File: config.mk
export PLATFORM = sky130hd
export DESIGN_NAME = utf16_to_utf8_transcoder
export DESIGN_NICKNAME = d
export VERILOG_FILES = /design/src/u16u8_pkg.sv /design/src/utf16_to_utf8_transcoder.sv /design/src/u16u8_front.sv /design/src/u16u8_queue.sv /design/src/u16u8_back.sv
export SDC_FILE = /design/constraint.sdc
export NUM_CORES = 1
export LEC_CHECK = 0
export ABC_CLOCK_PERIOD_IN_PS = 6300
export BUFFER_PORTS_ARGS = -buffer_cell sky130_fd_sc_hd__buf_2
export CAP_MARGIN = 25
export CORE_ASPECT_RATIO = 2
export CORE_MARGIN = 2
export CORE_UTILIZATION = 40
export CTS_CLUSTER_SIZE = 30
export DETAILED_ROUTE_END_ITERATION = 10
export GPL_TIMING_DRIVEN = 0
export HOLD_SLACK_MARGIN = 0.03
export PLACE_DENSITY = 0.62
export SETUP_SLACK_MARGIN = 0.5
export SLEW_MARGIN = 20
export SYNTH_ARGS = -nofsm -noshare
export SYNTH_HDL_FRONTEND = slang
export SYNTH_SLANG_ARGS = --single-unit
File: constraint.sdc
create_clock -name clk -period 6.3 [get_ports clk]
set_input_delay 0 -clock clk [delete_from_list [all_inputs] [get_ports clk]]
set_output_delay 0 -clock clk [all_outputs]
set_load 0.03 [all_outputs]
File: src/u16u8_pkg.sv
package u16u8_pkg;

	// Default number of entries in the job queue between front and back.
	localparam int unsigned QueueDepth = 4;

	// Surrogate markers: the upper six bits of a UTF-16 unit.
	localparam logic [5:0] SurrHighTag = 6'b110110;
	localparam logic [5:0] SurrLowTag  = 6'b110111;

	// Replacement character U+FFFD and its UTF-8 bytes.
	localparam logic [20:0] ReplacementCp = 21'h00fffd;
	localparam logic [7:0]  RepByte0      = 8'hef;
	localparam logic [7:0]  RepByte1      = 8'hbf;
	localparam logic [7:0]  RepByte2      = 8'hbd;

	// Offset of supplementary code points above the ten high-surrogate bits.
	localparam logic [10:0] SuppBaseHigh = 11'd64;

	// Lead and continuation byte prefixes.
	localparam logic [7:0] Lead2Prefix = 8'hc0;
	localparam logic [7:0] Lead3Prefix = 8'he0;
	localparam logic [7:0] Lead4Prefix = 8'hf0;
	localparam logic [7:0] ContPrefix  = 8'h80;

	// One encoded code point: up to four bytes, first byte in entry 0.
	typedef struct packed {
		logic [3:0][7:0] bytes;
		logic [2:0]      nbytes;
	} enc_t;

	// One queued job: up to six bytes caused by one input word.
	typedef struct packed {
		logic [5:0][7:0] bytes;
		logic [2:0]      nbytes;
	} job_t;

	// UTF-8 encoding of one code point.
	function automatic enc_t encode_cp(input logic [20:0] cp);
		enc_t e;
		e.bytes = '0;
		if (cp[20:7] == '0) begin
			e.bytes[0] = {1'b0, cp[6:0]};
			e.nbytes   = 3'd1;
		end else if (cp[20:11] == '0) begin
			e.bytes[0] = Lead2Prefix | {3'b000, cp[10:6]};
			e.bytes[1] = ContPrefix | {2'b00, cp[5:0]};
			e.nbytes   = 3'd2;
		end else if (cp[20:16] == '0) begin
			e.bytes[0] = Lead3Prefix | {4'b0000, cp[15:12]};
			e.bytes[1] = ContPrefix | {2'b00, cp[11:6]};
			e.bytes[2] = ContPrefix | {2'b00, cp[5:0]};
			e.nbytes   = 3'd3;
		end else begin
			e.bytes[0] = Lead4Prefix | {5'b00000, cp[20:18]};
			e.bytes[1] = ContPrefix | {2'b00, cp[17:12]};
			e.bytes[2] = ContPrefix | {2'b00, cp[11:6]};
			e.bytes[3] = ContPrefix | {2'b00, cp[5:0]};
			e.nbytes   = 3'd4;
		end
		return e;
	endfunction

endpackage

File: src/utf16_to_utf8_transcoder.sv
// UTF-16 to UTF-8 transcoder.
// The slave channel takes one UTF-16 code unit per word in s_tdata, with
// s_tlast marking the final unit of a string. The master channel sends one
// UTF-8 byte per word in m_tdata; m_tlast marks the last byte caused by an
// input word. A high surrogate is held until the next unit and sends nothing
// on its own; unpaired surrogates become U+FFFD (EF BF BD).
// The front classifies each unit and pushes a job of up to six bytes into a
// queue of QueueDepth jobs; the back sends one byte per cycle from the head
// while the receiver is ready. When the queue was empty, the first byte of an
// input word passes through the queue and then the output register.
// Throughput: one input word per cycle while the queue has room; the master
// side sends one byte per cycle while the receiver is ready, so the sustained
// input rate is bounded by the byte count of the words (1 to 6 per job).
// Reset empties the queue, clears the output valid flag and any held surrogate.
// When the receiver stalls, the output byte holds and the queue fills;
// s_tready drops only when the queue is full.
module utf16_to_utf8_transcoder #(
	parameter int unsigned QueueDepth = u16u8_pkg::QueueDepth
) (
	input  logic        clk,
	input  logic        arst_n,
	input  logic        s_tvalid,
	output logic        s_tready,
	input  logic [15:0] s_tdata,   // code_unit
	input  logic        s_tlast,   // last_unit
	output logic        m_tvalid,
	input  logic        m_tready,
	output logic [7:0]  m_tdata,   // out_byte
	output logic        m_tlast    // run_end
);
	import u16u8_pkg::*;

	logic q_full;
	logic q_empty;
	logic push;
	logic pop;
	job_t push_job;
	job_t head;

	// Front: surrogate pairing and encoding.
	u16u8_front u_front (
		.clk      (clk),
		.arst_n   (arst_n),
		.s_tvalid (s_tvalid),
		.s_tready (s_tready),
		.s_tdata  (s_tdata),
		.s_tlast  (s_tlast),
		.q_full   (q_full),
		.push     (push),
		.push_job (push_job)
	);

	// Job queue between the two halves.
	u16u8_queue #(
		.Depth (QueueDepth)
	) u_queue (
		.clk      (clk),
		.arst_n   (arst_n),
		.push     (push),
		.push_job (push_job),
		.pop      (pop),
		.full     (q_full),
		.empty    (q_empty),
		.head     (head)
	);

	// Back: byte serializer and output register.
	u16u8_back u_back (
		.clk      (clk),
		.arst_n   (arst_n),
		.empty    (q_empty),
		.head     (head),
		.pop      (pop),
		.m_tvalid (m_tvalid),
		.m_tready (m_tready),
		.m_tdata  (m_tdata),
		.m_tlast  (m_tlast)
	);

endmodule

File: src/u16u8_front.sv
module u16u8_front (
	input  logic              clk,
	input  logic              arst_n,
	input  logic              s_tvalid,
	output logic              s_tready,
	input  logic [15:0]       s_tdata,   // code_unit
	input  logic              s_tlast,   // last_unit
	input  logic              q_full,
	output logic              push,
	output u16u8_pkg::job_t   push_job
);
	import u16u8_pkg::*;

	logic [9:0]  held_high_q;
	logic        have_high_q;
	logic        is_high;
	logic        is_low;
	logic        pair;
	logic        rep_pre;
	logic        has_cp;
	logic        hold_next;
	logic [20:0] cp;
	enc_t        enc;
	logic        accept;

	assign s_tready = !q_full;
	assign accept   = s_tvalid && s_tready;

	// Classify the incoming word against the surrogate ranges.
	assign is_high   = (s_tdata[15:10] == SurrHighTag);
	assign is_low    = (s_tdata[15:10] == SurrLowTag);
	assign pair      = have_high_q && is_low;
	assign rep_pre   = have_high_q && !is_low;
	assign hold_next = !pair && is_high && !s_tlast;

	// Pick the code point this word completes, if any.
	always_comb begin
		cp     = ReplacementCp;
		has_cp = 1'b1;
		if (pair) begin
			cp = {{1'b0, held_high_q} + SuppBaseHigh, s_tdata[9:0]};
		end else if (is_high) begin
			has_cp = s_tlast;
		end else if (!is_low) begin
			cp = {5'b00000, s_tdata};
		end
	end

	assign enc = encode_cp(cp);

	// Build the byte list: an optional replacement for a stranded high
	// surrogate, then the bytes of the current code point.
	always_comb begin
		push_job = '0;
		if (rep_pre) begin
			push_job.bytes[0] = RepByte0;
			push_job.bytes[1] = RepByte1;
			push_job.bytes[2] = RepByte2;
			if (has_cp) begin
				push_job.bytes[3] = enc.bytes[0];
				push_job.bytes[4] = enc.bytes[1];
				push_job.bytes[5] = enc.bytes[2];
				push_job.nbytes   = enc.nbytes + 3'd3;
			end else begin
				push_job.nbytes = 3'd3;
			end
		end else if (has_cp) begin
			push_job.bytes[3:0] = enc.bytes;
			push_job.nbytes     = enc.nbytes;
		end
	end

	// A held high surrogate with nothing else to send makes no job.
	assign push = accept && (push_job.nbytes != 3'd0);

	// Surrogate hold state.
	always_ff @(posedge clk or negedge arst_n) begin
		if (!arst_n) begin
			have_high_q <= 1'b0;
			held_high_q <= '0;
		end else if (accept) begin
			have_high_q <= hold_next;
			held_high_q <= hold_next ? s_tdata[9:0] : 10'd0;
		end
	end

endmodule

File: src/u16u8_queue.sv
module u16u8_queue #(
	parameter int unsigned Depth = u16u8_pkg::QueueDepth
) (
	input  logic              clk,
	input  logic              arst_n,
	input  logic              push,
	input  u16u8_pkg::job_t   push_job,
	input  logic              pop,
	output logic              full,
	output logic              empty,
	output u16u8_pkg::job_t   head
);
	import u16u8_pkg::*;

	localparam int unsigned PtrW = (Depth > 1) ? $clog2(Depth) : 1;
	localparam int unsigned CntW = $clog2(Depth + 1);
	localparam logic [PtrW-1:0] LastPtr = PtrW'(Depth - 1);
	localparam logic [CntW-1:0] FullCnt = CntW'(Depth);

	job_t            mem_q [Depth];
	logic [PtrW-1:0] wr_ptr_q;
	logic [PtrW-1:0] rd_ptr_q;
	logic [CntW-1:0] cnt_q;

	assign full  = (cnt_q == FullCnt);
	assign empty = (cnt_q == '0);
	assign head  = mem_q[rd_ptr_q];

	// Job storage.
	always_ff @(posedge clk) begin
		if (push) begin
			mem_q[wr_ptr_q] <= push_job;
		end
	end

	// Pointers and fill count.
	always_ff @(posedge clk or negedge arst_n) begin
		if (!arst_n) begin
			wr_ptr_q <= '0;
			rd_ptr_q <= '0;
			cnt_q    <= '0;
		end else begin
			if (push) begin
				wr_ptr_q <= (wr_ptr_q == LastPtr) ? '0 : wr_ptr_q + PtrW'(1);
			end
			if (pop) begin
				rd_ptr_q <= (rd_ptr_q == LastPtr) ? '0 : rd_ptr_q + PtrW'(1);
			end
			if (push && !pop) begin
				cnt_q <= cnt_q + CntW'(1);
			end else if (pop && !push) begin
				cnt_q <= cnt_q - CntW'(1);
			end
		end
	end

endmodule

File: src/u16u8_back.sv
module u16u8_back (
	input  logic              clk,
	input  logic              arst_n,
	input  logic              empty,
	input  u16u8_pkg::job_t   head,
	output logic              pop,
	output logic              m_tvalid,
	input  logic              m_tready,
	output logic [7:0]        m_tdata,   // out_byte
	output logic              m_tlast    // run_end
);
	import u16u8_pkg::*;

	logic [2:0] idx_q;
	logic       m_tvalid_q;
	logic [7:0] m_tdata_q;
	logic       m_tlast_q;
	logic       load;
	logic       last_byte;
	logic [7:0] cur_byte;

	assign m_tvalid = m_tvalid_q;
	assign m_tdata  = m_tdata_q;
	assign m_tlast  = m_tlast_q;

	// Walk the head job one byte at a time into the output register.
	assign cur_byte  = head.bytes[idx_q];
	assign last_byte = (idx_q == head.nbytes - 3'd1);
	assign load      = !empty && (!m_tvalid_q || m_tready);
	assign pop       = load && last_byte;

	always_ff @(posedge clk or negedge arst_n) begin
		if (!arst_n) begin
			idx_q      <= '0;
			m_tvalid_q <= 1'b0;
		end else if (load) begin
			m_tvalid_q <= 1'b1;
			idx_q      <= last_byte ? 3'd0 : idx_q + 3'd1;
		end else if (m_tready) begin
			m_tvalid_q <= 1'b0;
		end
	end

	// Output payload register.
	always_ff @(posedge clk) begin
		if (load) begin
			m_tdata_q <= cur_byte;
			m_tlast_q <= last_byte;
		end
	end

endmodule
==> metrics.cfg, run 1 <==
[synthesis]
yosysWarnings=0
synth_nets=621
synthTopCellsByArea=edfxtp_1, mux4_2, dfrtp_1, o21ai_0, nand2_1
yosys.area.top_type=edfxtp_1
avgSynthCellArea_um2=16.00
netlist_area_mm2=0.009423
syn_inst=589
ys_ff_latch=215
synth-async-reset-ratio_pct=10.23
synth_edf_count=193
synth_top_flop_cell=edfxtp_1
synth-seq-area-share_pct=67.35
netlist.area_leader.share_pct=61.51
synth_cell_types=57

[power_and_ir_drop]
total_power_mw=4.629
ir_worst_vdd_mv=0.3532
p_leak_nw=3.761
cellPowerDensity_mw_per_mm2=427.5

[setup_path]
r2r_setup_slack_ps=1690
r2r-start=u_queue.rd_ptr_q[1]
worst_r2r_endpoint=u_queue.cnt_q[1]
reg2regPathDepth=14
cp_max_fo=10
start_kind=register
path_class=reg2reg
endpoint_kind=register
worstPathRequired_ps=6680
cp.arrival_ps=5000

[global_route]
grt_overflow_total=0
antenna_found_initial=0
grt_usage_pct=18.04
grt_pass1_vias=5831
grt_max_degree=47
grt_pass1_wl_um=34260

[detailed_routing]
wl_met1_um=7765
highest_layer=met4
drt-wirelength-per-cell_um=23.20
drc=0
first_pass_iters=5
dr.first_iter.drc_count=360
antenna_left=0
vias_per_cell=5.737
vias=5467
met2RoutedLength_um=12470
met3_length_um=730
wl_um=22110

[placed_design]
dpl.hpwl_um=15610
place.gp.congestion=0.9546
io_buffers=30

[floorplanning]
core_area_mm2=0.02323
dieWidth_um=112.5
io_pins=32
die_area_mm2=0.02488
num_rows=79
die-height_um=221.1
initial_core_util_pct=40.57

[run_status]
status=finished, final reports clean

[timing]
relSlewSlack_pct=35.63
drv_slew=0
finalSetupViolCount=0
grt_setup_unrepaired=no
tightestPinTransition_ps=965.6
fin_crit_ps=4612
skew_ps=13.44
setup_tns_ps=0
hold_violations=0
clock.fmax_mhz=216.8
finalCritPeriodShare_pct=73.20

[run]
maxCapViolations=0

[finish]
layout-drive-gt1-share_pct=21.94
area_delta_synth_final_pct=14.92
final_nets=692
n_antenna_cell=0

[clocking]
cts_buffers=19
cts-root-buf=clkbuf_16
clock-sinks=215
clk_latency_ps=500
clkTransAtPathRegs_ps=70
cts_tree=done
htreeDepth=1
clk_path_buf_depth=3
cts-resized-gates=0

[hold_path]
hold_class=in2async

## sequential cells by signal (all words and copies together), names as in the netlist
signal,count
u_queue.cnt_q,3
u_front.have_high_q,1
u_back.m_tvalid,1
u_front.held_high_q,10
u_back.m_tlast,1
u_queue.rd_ptr_q,2
u_queue.wr_ptr_q,2
u_queue.mem_q,184
u_back.idx_q,3
u_back.m_tdata,8
## where the power goes
part           switching [mW]  internal, mW
combinational           0.800         0.620
clock                   0.507         0.734
sequential             0.0878          1.88
total                    1.39          3.23
## kinds of logic after synthesis
group           after synthesis  share of synthesized area [%]
simple gates                122                          6.095
buf+inv                      51                          2.164
xor+xnor                     10                         0.9294
compound gates              112                          7.635
fa+ha+maj                    11                          1.540
flops                       215                          67.35
mux                          68                          14.29
## layout make-up
cell class	instances	area (µm²)
Clock buffer	22	496.7
Sequential cell	215	6346
Timing Repair Buffer	50	385.4
Buffer	33	136.4
Clock inverter	9	160.2
Tap cell	283	354.1
Multi-Input combinational cell	323	2883
Fill cell	1980	12400
Inverter	18	67.56
## layout by cell type, fill, tap and decap left out, types with 5 or more instances in the layout
cell type      count
clkbuf_16         19
o21ai_0           45
nand2_1           50
a21oi_1           15
clkbuf_1          21
dfrtp_1           22
ha_1              10
a211oi_1           5
xnor2_1            6
a31oi_1            9
mux4_2            52
inv_1             18
buf_2             40
o22ai_1           10
mux2i_1           10
edfxtp_1         193
nor2_1            34
nor2b_1            5
nor3_1             5
dlygate4sd3_1     18
## layer usage
| layer | vias to the layer above | track usage (%) |
|---|---|---|
| met5 | - | 0 |
| met1 | 2759 | 19.29 |
| met4 | 0 | 9.835 |
| met3 | 67 | 1.506 |
| met2 | 192 | 34.26 |
| li1 | 2449 | - |
## worst max-delay path, cell delays in order (launching register included)
cell      delay, ps
dfrtp_1         380
buf_2           340
buf_1           570
clkbuf_1        620
mux4_2          400
inv_1            70
ha_1            150
xnor2_1         140
xnor2_1         120
nor4_1          530
inv_1           170
ha_1            240
inv_1            70
fa_1            410
mux2_2          270
## stage by stage
stage | setup WS (ps) | hold slack, ps | instances | instance area, µm² | utilization [%]
after CTS | 1599 | 46.56 | 953 | 10830 | 46.62
after floorplan | 2492 | -295.6 | 589 | 9423 | -
after global placement | 1202 | 6.553 | 902 | 9927 | 42.74
final | 1688 | 35.09 | 953 | 10830 | 46.62
after global routing | 1355 | 62.99 | 953 | 10830 | 46.62
after detailed placement | 1658 | 26.70 | 904 | 9992 | 43.02
## worst max path at each step
stage	start	to	slack [ps]
after global placement	u_front.held_high_q[6]	u_queue.mem_q[3][42]	1200
final	u_queue.rd_ptr_q[1]	u_queue.cnt_q[1]	1690
after CTS	u_queue.rd_ptr_q[1]	u_queue.cnt_q[1]	1600
after detailed placement	u_queue.rd_ptr_q[1]	u_queue.cnt_q[1]	1660
after floorplan	u_front.held_high_q[6]	u_queue.mem_q[3][0]	2490
after global routing	u_queue.rd_ptr_q[0]	u_queue.cnt_q[1]	1360
## synthesized netlist by cell type, types with 6 or more instances
cell type    n
a21oi_1     15
a31oi_1      9
and2_1       6
buf_2       10
clkbuf_1    19
dfrtp_1     22
edfxtp_1   193
ha_1        10
inv_1       18
mux2i_1     10
mux4_2      52
nand2_1     50
nor2_1      34
o21ai_0     45
o22ai_1     10
xnor2_1      6
## timing repair
action	4_1_cts	5_1_grt
hold buffers	18	0
setup buffers	0	0
endpoints found under the hold margin	37	0
Note: power is estimated with default switching activity, not from simulation.
==> run 2: changes to the inputs <==
ABC_CLOCK_PERIOD_IN_PS = 4830   (was 6300)
clock period = 4.83 ns   (was 6.3 ns; I/O delays follow)
==> run 2 against run 1 <==
  * Global-route usage unchanged
  * Count of clock-buffer cells in the layout unchanged
  * Cell count unchanged
  * Critical endpoint unchanged
  * Total power increased by 31%
  * Largest power group unchanged
  * Final area increased by 0.15%
  * Clock power increased by 31%
==> metrics.cfg, run 2 (synthesis results as in run 1) <==
[global_route]
grt-busiest-layer=met2
use_met3_pct=1.506  ; unchanged
grt_pass1_wl_um=34260  ; unchanged
grt_max_degree=47  ; unchanged
grt_usage_pct=18.04  ; unchanged
use_met1_pct=19.29  ; unchanged
grt_overflow_total=0  ; unchanged
grt_pass1_vias=5831  ; unchanged
antenna_found_initial=0  ; unchanged
use_met2_pct=34.26  ; unchanged

[run]
maxCapViolations=0  ; unchanged

[finish]
final_nets=692  ; unchanged
fillers=1981  ; +0.051%
layout-drive-gt1-share_pct=22.39  ; +0.45 points
largest_register_ffs=184  ; unchanged
area_delta_synth_final_pct=15.10
multi_input_area_mm2=0.002889  ; +0.22%
n_antenna_cell=0  ; unchanged
regArea_mm2=0.006346  ; unchanged
final_cell_mix=edfxtp_1, mux4_2, nand2_1, o21ai_0, buf_2
final_common_cell=edfxtp_1
regMostFlops=u_queue.mem_q

[floorplanning]
core_area_mm2=0.02323  ; unchanged
die-height_um=221.1  ; unchanged
dieWidth_um=112.5  ; unchanged
die_area_mm2=0.02488  ; unchanged
io_pins=32  ; unchanged
initial_core_util_pct=40.57  ; unchanged
num_rows=79  ; unchanged

[setup_path]
crit_chain=buf_4 -> buf_4 -> clkbuf_4 -> mux4_2 -> inv_1 -> ha_1 -> xnor2_1 -> nor4_2 -> inv_1 -> ha_1 -> inv_1 -> fa_1 -> mux2_2
worstPathRequired_ps=5210  ; -1470 ps
startpoint=u_queue.rd_ptr_q[0]
cp_max_fo=10  ; unchanged
slowest_stage=mux4_2
reg2regPathDepth=13  ; -1
critPathMaxStageDelay_ps=520  ; -100 ps
r2r-start=u_queue.rd_ptr_q[0]
r2r_setup_slack_ps=790  ; -890 ps
cp-endpoint=u_queue.cnt_q[1]
endpoint_kind=register
worst_r2r_endpoint=u_queue.cnt_q[1]
path_class=reg2reg
start_kind=register
crit_top_cell=inv_1
cp.arrival_ps=4420  ; -580 ps

[detailed_routing]
first_pass_iters=5  ; unchanged
dr.first_iter.drc_count=365  ; +1.4%
drt-wirelength-per-cell_um=23.24  ; +0.15%
wl_um=22150  ; +0.15%
drc=0  ; unchanged
antenna_left=0  ; unchanged
vias_per_cell=5.737  ; unchanged
vias=5467  ; unchanged

[run_status]
status=finished, final reports clean

[placed_design]
preCtsSetupSlack_ps=188.5  ; -1470 ps
place.gp.congestion=0.9546  ; unchanged
dpl.hpwl_um=15610  ; unchanged
io_buffers=30  ; unchanged

[clocking]
clock-sinks=215  ; unchanged
clkTransAtPathRegs_ps=70  ; about the same
cts_tree=done
clk_path_buf_depth=3  ; unchanged
cts_buffers=19  ; unchanged
htreeDepth=1  ; unchanged
clk_latency_ps=500  ; about the same
cts-root-buf=clkbuf_16

[timing]
finalCritPeriodShare_pct=83.55  ; +10 points
fin_crit_ps=4036  ; -576.2 ps
layout_setup_ws_ps=794.5  ; -893.8 ps
skew_ps=13.93  ; +0.4849 ps
relSlewSlack_pct=34.66  ; -0.97 points
hold_violations=0  ; unchanged
drv_slew=0  ; unchanged
grt_setup_unrepaired=no
tightestPinTransition_ps=980.2  ; +14.56 ps
clock.fmax_mhz=247.8  ; +14%
finalSetupViolCount=0  ; unchanged

[power_and_ir_drop]
total_power_mw=6.059  ; +31%
p_leak_nw=3.770  ; +0.23%
cellPowerDensity_mw_per_mm2=558.6  ; +31%
ir_worst_vdd_mv=0.4614  ; +31%

[hold_path]
hold_class=in2async

run 2: power by group:
group | total [mW] | switching (mW) | internal (mW)
Sequential | 2.57 | 0.115 | 2.45
Clock | 1.62 | 0.663 | 0.957
Combinational | 1.87 | 1.05 | 0.819
run 2: per-layer routing:
| layer | wire (µm) | share of wire [%] |
|---|---|---|
| met5 | 0 | 0 |
| met4 | 1151 | 5.2 |
| met3 | 709 | 3.2 |
| met2 | 12500 | 56 |
| met1 | 7788 | 35 |
run 2: stage by stage:
stage               util, %  hold slack [ps]  std cells  area (µm²)  TNS, ps
global placement      42.74            6.553        902        9927   -45230
finish                46.69            34.92        953       10850        0
CTS                   46.67            46.56        953       10840        0
detailed placement    43.02            26.70        904        9992        0
global route          46.69            62.99        953       10850        0
floorplan                 -           -295.6        589        9423        0
run 2: area by class of cell:
type                            instances  area share (%)
Sequential cell                       215           58.51
Inverter                               18          0.6230
Buffer                                 33           1.350
Multi-Input combinational cell        323           26.64
Clock inverter                          9           1.477
Timing Repair Buffer                   50           3.553
Tap cell                              283           3.265
Clock buffer                           22           4.580
run 2: critical path: cells and delay by family, from the launching register on:
| kind | cells | cell delay (ps) |
|---|---|---|
| and+or+nand+nor | 1 | 430 |
| DFF | 1 | 450 |
| muxes | 2 | 790 |
| xor gates and xnor gates | 1 | 160 |
| adders and majority gates | 3 | 870 |
| buffers and inverters | 6 | 1210 |
run 2: worst min-delay path by stage:
stage | start | end | slack, ps | depth (start not counted)
2_1_floorplan | arst_n | u_back.idx_q[0] | -300 | 0
3_3_place_gp | arst_n | u_back.idx_q[1] | 7 | 1
3_5_place_dp | arst_n | u_back.idx_q[2] | 30 | 1
4_1_cts | arst_n | u_back.m_tvalid | 50 | 2
5_1_grt | s_tvalid | u_front.held_high_q[9] | 60 | 3
6_report | arst_n | u_queue.rd_ptr_q[0] | 30 | 2
run 2: what timing repair did:
action	4_1_cts	5_1_grt
setup endpoints to repair	2	2
setup buffers	0	0
gates resized for setup	4	2
hold endpoints to repair	37	0
hold buffers	18	0
